File: src/sv/srrt_pkg.sv
`timescale 1ns / 1ps
// ----------------------------------------------------------------------------
// Sorted region range table: shared package
// Sizes, opcode and status codes, entry layout and compare result type.
// ----------------------------------------------------------------------------
package srrt_pkg;

  localparam int TABLE_DEPTH      = 64;
  localparam int ADDR_WIDTH       = 48;
  localparam int SMALL_SPAN_LOG2  = 16;
  localparam int MEDIUM_SPAN_LOG2 = 20;

  localparam int KIND_WIDTH = 3;
  localparam int IDX_WIDTH  = $clog2(TABLE_DEPTH);
  localparam int CNT_WIDTH  = $clog2(TABLE_DEPTH + 1);

  localparam logic [1:0] OP_INSERT = 2'd0;
  localparam logic [1:0] OP_REMOVE = 2'd1;
  localparam logic [1:0] OP_FIND   = 2'd2;

  localparam logic [1:0] ST_OK   = 2'd0;
  localparam logic [1:0] ST_FULL = 2'd1;
  localparam logic [1:0] ST_MISS = 2'd2;

  localparam logic [KIND_WIDTH-1:0] KIND_MEDIUM = 3'd5;

  typedef struct packed {
    logic [ADDR_WIDTH-1:0] base;
    logic [KIND_WIDTH-1:0] kind;
  } entry_t;

  // Outcome of comparing the request address against one stored entry.
  typedef struct packed {
    logic below;   // address below entry base
    logic equal;   // address equals entry base
    logic beyond;  // address at or past the end of the entry's span
  } cmp_res_t;

endpackage

File: src/sv/srrt_cmp.sv
`timescale 1ns / 1ps
// ----------------------------------------------------------------------------
// Shared address compare unit
// One subtract classifies the address against an entry's base and span.
// ----------------------------------------------------------------------------
module srrt_cmp
  import srrt_pkg::*;
(
  input  logic [ADDR_WIDTH-1:0] addr,
  input  entry_t                entry,
  output cmp_res_t              res
);

  logic [ADDR_WIDTH:0]   diff;
  logic [ADDR_WIDTH-1:0] offs;
  logic                  is_medium;

  assign diff      = {1'b0, addr} - {1'b0, entry.base};
  assign offs      = diff[ADDR_WIDTH-1:0];
  assign is_medium = (entry.kind == KIND_MEDIUM);

  always_comb begin
    res.below = diff[ADDR_WIDTH];
    res.equal = (diff == '0);
    // offset past the span: any bit at or above the span's log2 is set
    if (is_medium) begin
      res.beyond = ((offs >> MEDIUM_SPAN_LOG2) != '0);
    end else begin
      res.beyond = ((offs >> SMALL_SPAN_LOG2) != '0);
    end
  end

endmodule

File: config.mk
export PLATFORM = sky130hd
export DESIGN_NAME = srrt_cmp
export DESIGN_NICKNAME = d
export VERILOG_FILES = /design/src/sv/srrt_pkg.sv /design/src/sv/srrt_cmp.sv
export SDC_FILE = /design/constraint.sdc
export NUM_CORES = 1
export LEC_CHECK = 0
export ABC_CLOCK_PERIOD_IN_PS = 8860
export BUFFER_PORTS_ARGS = -buffer_cell sky130_fd_sc_hd__buf_2
export CAP_MARGIN = 10
export CORE_MARGIN = 10
export CORE_UTILIZATION = 56
export DETAILED_ROUTE_END_ITERATION = 10
export PLACE_DENSITY = 0.85
export SLEW_MARGIN = 20
export SYNTH_ARGS = -nofsm -noshare
export SYNTH_HDL_FRONTEND = slang
export SYNTH_SLANG_ARGS = --single-unit
File: constraint.sdc
create_clock -name vclk -period 8.86
set_input_delay 2.658 -clock vclk [all_inputs]
set_output_delay 2.658 -clock vclk [all_outputs]
set_load 0.005 [all_outputs]
==> results.md <==
* Outcome: completed
* Initial core utilization at 0.5867
* Post-CTS Hold Buffers at 0
* Clock buffer count at 0
* Worst EP arrival at 6.07 ns
* Io pins at 102
* CP endpoint: res[1]
* Leakage at 0.002045 µW
* Pre-Repair DR Iteration Count at 5
* Netlist cell types at 66
* Hold WC Path Type: input pin to output port
* Register area at 0 µm²
* Worst setup margin at 0.1273 ns
* Vias in the first global route at 4,385
* Routed vias/inst at 6.330
* Maximum number of pins on one net before global-route repair at 15
* Fin crit share at 0.9856
* Min Tclk post-route at 8.733 ns
* Final Slew Violations at 0
* Critical path's slowest cell: or4_1
* DR DRC count at 0
* Sum of negative setup slack at 0 ns
* Layout cells sized above 1 at 0.2308
* Critical-path cell list: buf_2, inv_1, ha_1, fa_1, nand2b_1, a211oi_1, buf_4, or2_2, a21oi_1, xor2_1, nand4_1, or4_1, a211o_1, or4b_1, nor4_1, buf_2
* Sequential cells at 0
* DRT antenna net count at 0
* Crit-path max FO at 4
* Setup Fix Bufs, Post-CTS at 0
* Dpl hpwl at 11.02 mm
* VDD IR-drop max at 0.00004208 V
* CP peak stage delay at 0.53 ns
* Post-synth net total at 697
* Final #Nets at 800
* Final hold vios at 0
* Tot Pwr at 296.3 µW
* Core area at 5991 µm²
* Final setup fails at 0
* Area of the mapped netlist at 3515 µm²
* Via count at 4,589
* Critical path launch point type: input pin
* Place WS at 0.05876 ns
* Layout area overhead at 19.15%
* Iter 0 DRT Violations at 577
* Maximum clock frequency at 114.5 MHz
* RSZ-0062 raised after global routing: yes
* Die Span Y at 99.22 µm
* Crit path launch: addr[0]
* CP most frequent cell: buf_2
* Register area share after synthesis at 0
* FILL cells at 527
* GRT overflow at 0
* Hold path depth at 5
* GRT Total Usage at 0.2389
* Buf+Inv Stages, Crit Path at 4
* GP Congestion at 0.9589
* Area of the multi-input gates at 3182 µm²
* Initial antenna violation count at 0
* Synthesized netlist cell count at 549
* Critical Path Stages at 16
* Synth Warn # at 0
* Relative slew margins at 0.6256
* Worst Setup End Kind: output port
* Die X at 99.22 µm
* FP Rows at 28
* Worst Max-Slew Pin Slew at 0.5579 ns
* Routed length per instance at 17.68 µm
* Die area at 9845 µm²
* First-pass GRT wire length at 20.62 mm
* Final wirelength at 12.82 mm
* Number of diodes at 0
* Crit path required time at 6.20 ns
* Commonest non-fill, non-tap cell in the layout: buf_2
* Cell family with most CP delay: simple AND/OR/NAND/NOR gates
* Worst Path Class, Setup: input pin to output port
* Leading cell types in the layout, fill and taps excluded: buf_2, inv_1, nand2_1
* Power density cells at 70.76 nW/µm²
* Port Buf Inserts at 102
* Synth Area per Inst at 6.402 µm²
* Max-Cap Viols at 0
==> power by group <==
group          internal [µW]  leakage [µW]  switching (µW)
registers                  0             0               0
clock network              0             0               0
logic                    121       0.00205             175
total                    121       0.00205             175
==> area by class of cell <==
| cell class | count | share of cell area |
|---|---|---|
| timing repair buffer | 126 | 0.1649 |
| inverter | 59 | 0.05288 |
| tap | 75 | 0.02241 |
| multi-input combinational | 465 | 0.7598 |
==> tightest hold or removal path: stages <==
cell	delay [ns]
buf_2	0.07
inv_1	0.03
a31oi_1	0.10
or4_1	0.10
buf_2	0.10
==> cell usage after synthesis, types with 2 or more instances <==
master     count  area (µm²)
a211oi_1       9       67.56
nand4_1       29       181.4
nor2_1        41       153.9
o22ai_1        6       37.54
buf_2          9       45.04
nor3_1        14       70.07
a21boi_0       5       37.54
nand2b_1       7       43.79
ha_1          48       600.6
o211a_1        3       30.03
a211oi_2       2       25.02
a31oi_1        4       25.02
nand3_1       16       80.08
o21a_1         9       67.56
nor4_1         4       25.02
a21oi_1       55       275.3
o21bai_1       6       45.04
o31ai_1        3       22.52
xnor2_1       12       105.1
a211o_1        2       17.52
a22oi_1        3       22.52
nand2_1       56       210.2
inv_1         59       221.5
or3_1          9       56.30
mux2i_1        7       70.07
o21ai_1        5       25.02
o211ai_1       9       67.56
or4_1          4       30.03
xor2_1        15       131.4
clkbuf_1      11       41.29
o21ai_0       34       170.2
and3_1         3       18.77
o2111ai_1      2       17.52
buf_6          4       45.04
a21oi_2        3       26.28
nor3b_1        2       15.01
a21o_1        10       75.07
==> routing by layer <==
layer	vias up	routed length (µm)	GRT usage
li1	2230	-	-
met3	24	1273	0.03045
met1	2070	5371	0.3073
met5	-	0	0
met4	0	266	0.05292
met2	265	5905	0.4113
==> cell families after synthesis <==
group | Yosys count | share of synthesized area
simple gates | 196 | 0.2802
xor+xnor | 27 | 0.06728
compound gates | 185 | 0.3510
buf+inv | 84 | 0.1018
fa+ha+maj | 49 | 0.1766
mux | 8 | 0.02314
==> per-stage QoR <==
step / hold WS, ns / utilization / cells / cell area [µm²]
3_3_place_gp: 5.724 / 0.6949 / 725 / 4163
3_5_place_dp: 5.727 / 0.6949 / 725 / 4163
2_1_floorplan: 5.538 / - / 549 / 3515
4_1_cts: 5.727 / 0.6949 / 725 / 4163
5_1_grt: 5.792 / 0.6990 / 725 / 4188
6_report: 5.722 / 0.6990 / 725 / 4188
==> worst min path at each step <==
| stage | from | to | slack, ns |
|---|---|---|---|
| final | entry[1] | res[0] | 5.72 |
| after global routing | entry[1] | res[0] | 5.79 |
| after CTS | entry[1] | res[0] | 5.73 |
| after detailed placement | entry[1] | res[0] | 5.73 |
| after global placement | entry[1] | res[0] | 5.72 |
| after floorplan | entry[1] | res[0] | 5.54 |
==> repair_timing <==
item | in CTS | in global routing
hold endpoints to repair | 0 | 0
resized for setup | 0 | 6
endpoints found under the setup margin | 0 | 2
No activity file was read; power rests on OpenSTA's default activity.
