--- config.mk ---
export PLATFORM = sky130hd
export DESIGN_NAME = srrt_mem
export DESIGN_NICKNAME = d
export VERILOG_FILES = /design/src/sv/srrt_pkg.sv /design/src/sv/srrt_mem.sv
export SDC_FILE = /design/constraint.sdc
export NUM_CORES = 2
export LEC_CHECK = 0
export BUFFER_PORTS_ARGS = -buffer_cell sky130_fd_sc_hd__buf_2
export CAP_MARGIN = 20
export CELL_PAD_IN_SITES_DETAIL_PLACEMENT = 0
export CELL_PAD_IN_SITES_GLOBAL_PLACEMENT = 1
export CORE_MARGIN = 2
export CORE_UTILIZATION = 25
export CTS_CLUSTER_SIZE = 20
export DETAILED_ROUTE_END_ITERATION = 12
export PLACE_DENSITY = 0.43
export SKIP_CTS_REPAIR_TIMING = 1
export SLEW_MARGIN = 0
export SYNTH_ARGS = -nofsm -noshare
export SYNTH_HDL_FRONTEND = slang
export SYNTH_SLANG_ARGS = --single-unit
--- constraint.sdc ---
create_clock -name clk -period 7.4 [get_ports clk]
set_input_delay 0.37 -clock clk [delete_from_list [all_inputs] [get_ports clk]]
set_output_delay 0.37 -clock clk [all_outputs]
set_load 0.02 [all_outputs]
--- src/sv/srrt_pkg.sv ---
`timescale 1ns / 1ps
// ----------------------------------------------------------------------------
// Sorted region range table: shared package
// Sizes, opcode and status codes, entry layout and compare result type.
// ----------------------------------------------------------------------------
package srrt_pkg;

  localparam int TABLE_DEPTH      = 64;
  localparam int ADDR_WIDTH       = 48;
  localparam int SMALL_SPAN_LOG2  = 16;
  localparam int MEDIUM_SPAN_LOG2 = 20;

  localparam int KIND_WIDTH = 3;
  localparam int IDX_WIDTH  = $clog2(TABLE_DEPTH);
  localparam int CNT_WIDTH  = $clog2(TABLE_DEPTH + 1);

  localparam logic [1:0] OP_INSERT = 2'd0;
  localparam logic [1:0] OP_REMOVE = 2'd1;
  localparam logic [1:0] OP_FIND   = 2'd2;

  localparam logic [1:0] ST_OK   = 2'd0;
  localparam logic [1:0] ST_FULL = 2'd1;
  localparam logic [1:0] ST_MISS = 2'd2;

  localparam logic [KIND_WIDTH-1:0] KIND_MEDIUM = 3'd5;

  typedef struct packed {
    logic [ADDR_WIDTH-1:0] base;
    logic [KIND_WIDTH-1:0] kind;
  } entry_t;

  // Outcome of comparing the request address against one stored entry.
  typedef struct packed {
    logic below;   // address below entry base
    logic equal;   // address equals entry base
    logic beyond;  // address at or past the end of the entry's span
  } cmp_res_t;

endpackage

--- src/sv/srrt_mem.sv ---
`timescale 1ns / 1ps
// ----------------------------------------------------------------------------
// Region entry store
// One write port and one read port, read data registered.
// ----------------------------------------------------------------------------
module srrt_mem
  import srrt_pkg::*;
(
  input  logic                 clk,
  input  logic                 we,
  input  logic [IDX_WIDTH-1:0] waddr,
  input  entry_t               wdata,
  input  logic [IDX_WIDTH-1:0] raddr,
  output entry_t               rdata
);

  entry_t ram_r [TABLE_DEPTH];
  entry_t rdata_r;

  always_ff @(posedge clk) begin
    if (we) begin
      ram_r[waddr] <= wdata;
    end
    rdata_r <= ram_r[raddr];
  end

  assign rdata = rdata_r;

endmodule

==> impl_metrics.py <==
metrics = {
    "hold_path": {
        "whs_path_depth": 1,
        "hp-class": "input pin to flop",
        "whs_endpoint": "ram_r[27][28]$_DFFE_PP_",
        "min_from": "wdata[28]",
    },
    "cts": {
        "cts_tree": "done",
        "cts.sinks": 3315,
        "cts_buffers": 383,
        "cts_buffer_depth": 4,
        "clock_tree.root_cell": "clkbuf_16",
        "htreeDepth": 5,
        "clk_latency_ps": 960,
        "clkTransAtPathRegs_ps": 60,
    },
    "synth": {
        "yosysSeqAreaShare_pct": 79.5,
        "synth_top_cell_area_share_pct": 78.7,
        "yosys.area.top_type": "edfxtp_1",
        "yosysWarningCount": 0,
        "yosys.cell_types.count": 31,
        "synth_area_per_cell_um2": 24.0,
        "syn-num-nets": 5251,
        "syn-instance-count": 5186,
        "synth-seq-cells": 3315,
        "netlist_area_mm2": 0.125,
        "synthTopCellsByArea": "edfxtp_1, mux4_2, dfxtp_1",
    },
    "pwr": {
        "switching_power_uw": 9160,
        "pwr-share-clk_pct": 44.4,
        "p_total_uw": 41200,
        "internal-power_uw": 32000,
        "ir_drop_mv": 0.204,
        "p_sw_share_pct": 22.2,
        "p_seq_share_pct": 50.7,
        "share_comb_of_total_power_pct": 4.9,
        "p_leak_uw": 0.0450,
        "p_per_area_mw_per_mm2": 278,
    },
    "floorplan": {
        "chipWidth_um": 710,
        "die-area_mm2": 0.504,
        "io_pins": 116,
        "row_count": 259,
        "start_util_pct": 25.1,
        "core_area_mm2": 0.497,
        "die_h_um": 710,
    },
    "worst_setup_path": {
        "end_kind": "flop",
        "cp.arrival_ps": 3700,
        "worst_r2r_path_depth": 5,
        "worst-setup-path-type": "input pin to flop",
        "critPathSlowestCell": "buf_4",
        "crit_path_start_kind": "input pin",
        "crit_required_ps": 8180,
        "crit_chain": "dlygate4sd3_1, buf_4, buf_4, nand2b_2, buf_4, o22ai_1, nor2_1",
        "r2r_slack_ps": 5190,
        "cpPeakStageDelay_ps": 640,
        "crit_fanout": 19,
        "timing.rr.end": "rdata[31]$_DFF_P_",
        "cp_common_cell": "buf_4",
        "regToRegStartpoint": "ram_r[6][31]$_DFFE_PP_",
    },
    "route": {
        "wl_per_cell_um": 32.9,
        "wirelength_um": 416000,
        "ant_nets": 0,
        "via_count": 59400,
        "drc": 14,
        "vias_per_cell": 4.69,
        "drt-initial-drc-count": 6630,
        "drt_first_pass_iters": 11,
    },
    "timing": {
        "fin_crit_ps": 2910,
        "drv_slew": 35,
        "max_freq_mhz": 343,
        "max_slew_margin_pct": -1.12,
        "fin_ws_ps": 4490,
        "hold_viol": 0,
        "finalSetupViolations": 0,
        "finalSetupTns_ps": 0,
        "min_period_over_period_pct": 39.4,
        "tightest_slew_ps": 1520,
        "rsz0062_at_grt": "no",
        "worst_clock_skew_ps": 49.9,
    },
    "placed_design": {
        "port-buffer-count": 115,
        "gp_congestion": 0.733,
        "dp_hpwl_um": 226000,
        "dp_slack_ps": 3440,
    },
    "grt": {
        "grt_pass1_wl_um": 560000,
        "grt_overflow_total": 0,
        "antenna_found_initial": 28,
        "track_usage_pct": 16.2,
        "grt_pass1_vias": 61900,
        "grt_max_degree": 121,
    },
    "finish": {
        "layout_common_cells": "edfxtp_1, mux4_2, clkbuf_16",
        "fin_nets": 5738,
        "drive_gt1_share_pct": 31.8,
        "syn_to_final_growth_pct": 18.8,
        "finish.utilization_pct": 29.8,
        "mostFrequentLayoutCell": "edfxtp_1",
    },
    "outcome": {
        "violations": "DRC, slew limit",
        "status": "complete, but fails checks",
    },
    "flow_run": {
        "max_cap_violations": 0,
    },
}
-- cells by family (layout without fill, tap and decap cells) --
family | Yosys count | after routing | share of synthesized area [%]
buffers and inverters | 291 | 1104 | 1.07
other | 0 | 10 | 0
flip-flops | 3315 | 3315 | 79.5
AO/OA/AOI/OAI | 337 | 337 | 1.72
AND/OR/NAND/NOR | 259 | 259 | 0.888
multiplexers | 984 | 984 | 16.8
-- critical path: cells and delay by family --
family | cells | cell delay (ps)
buffers and inverters | 4 | 2030
AND/OR/NAND/NOR | 2 | 1020
AO/OA/AOI/OAI | 1 | 210
-- synth_stat cells, drive strengths merged --
library cell	instances
clkbuf	115
o221a	7
or3b	5
or3	3
inv	1
nand2	48
nor3	10
nor2b	7
mux2	48
nand2b	9
nor2	159
and2	1
nand3b	4
mux4	886
nand4	2
nand3	5
dfxtp	51
a221oi	1
buf	175
a21oi	67
nand4b	2
o22ai	161
o21ai	33
a31oi	18
edfxtp	3264
or2	4
mux2i	50
o221ai	50
-- cell type report --
class | instances | area [um2]
fill | 48100 | 349000
clock buffer | 513 | 10400
antenna | 10 | 25.0
clock inverter | 198 | 1750
tap | 6655 | 8330
sequential | 3315 | 99000
inverter | 1 | 6.26
timing repair buffer | 392 | 3800
multi-input combinational | 1580 | 24800
-- power by group through the flow --
stage	clock network, uW	logic (uW)	registers (uW)
floorplan	0	994	21300
global placement	0	1990	21300
detailed placement	0	2010	21300
CTS	18700	2010	20900
global route	19500	2160	20900
finish	18300	2030	20900
-- flip-flops by register name (all words and copies together), names as in the netlist --
register and flops:
rdata 51, ram_r 3264
-- worst max-delay path by stage --
stage              from                      to  slack, ps  cells after the start
6_report       raddr[4]        rdata[8]$_DFF_P_       4490                      7
5_1_grt        raddr[4]        rdata[8]$_DFF_P_       4430                      7
4_1_cts        raddr[2]       rdata[47]$_DFF_P_       4520                      8
3_5_place_dp   raddr[2]       rdata[47]$_DFF_P_       3440                      8
3_3_place_gp   raddr[2]       rdata[47]$_DFF_P_       3430                      8
2_1_floorplan  waddr[3]  ram_r[48][0]$_DFFE_PP_       2530                      4
-- stage by stage --
| step | cell area [um2] | instances | hold WS [ps] |
|---|---|---|---|
| after floorplan | 125000 | 5186 | 469 |
| after global placement | 135000 | 11900 | 803 |
| after detailed placement | 135000 | 11900 | 803 |
| after CTS | 147000 | 12600 | -224 |
| after global routing | 148000 | 12700 | 12.1 |
| final | 148000 | 12700 | 14.0 |
-- per-layer routing --
| layer | vias up | track usage (%) | wire length [um] |
|---|---|---|---|
| li1 | 23500 | - | - |
| met1 | 33800 | 22.8 | 188000 |
| met2 | 1637 | 27.0 | 203000 |
| met3 | 478 | 1.79 | 16900 |
| met4 | 10 | 3.34 | 8410 |
| met5 | - | 0 | 61 |
Power figures use the tool's default switching activity.
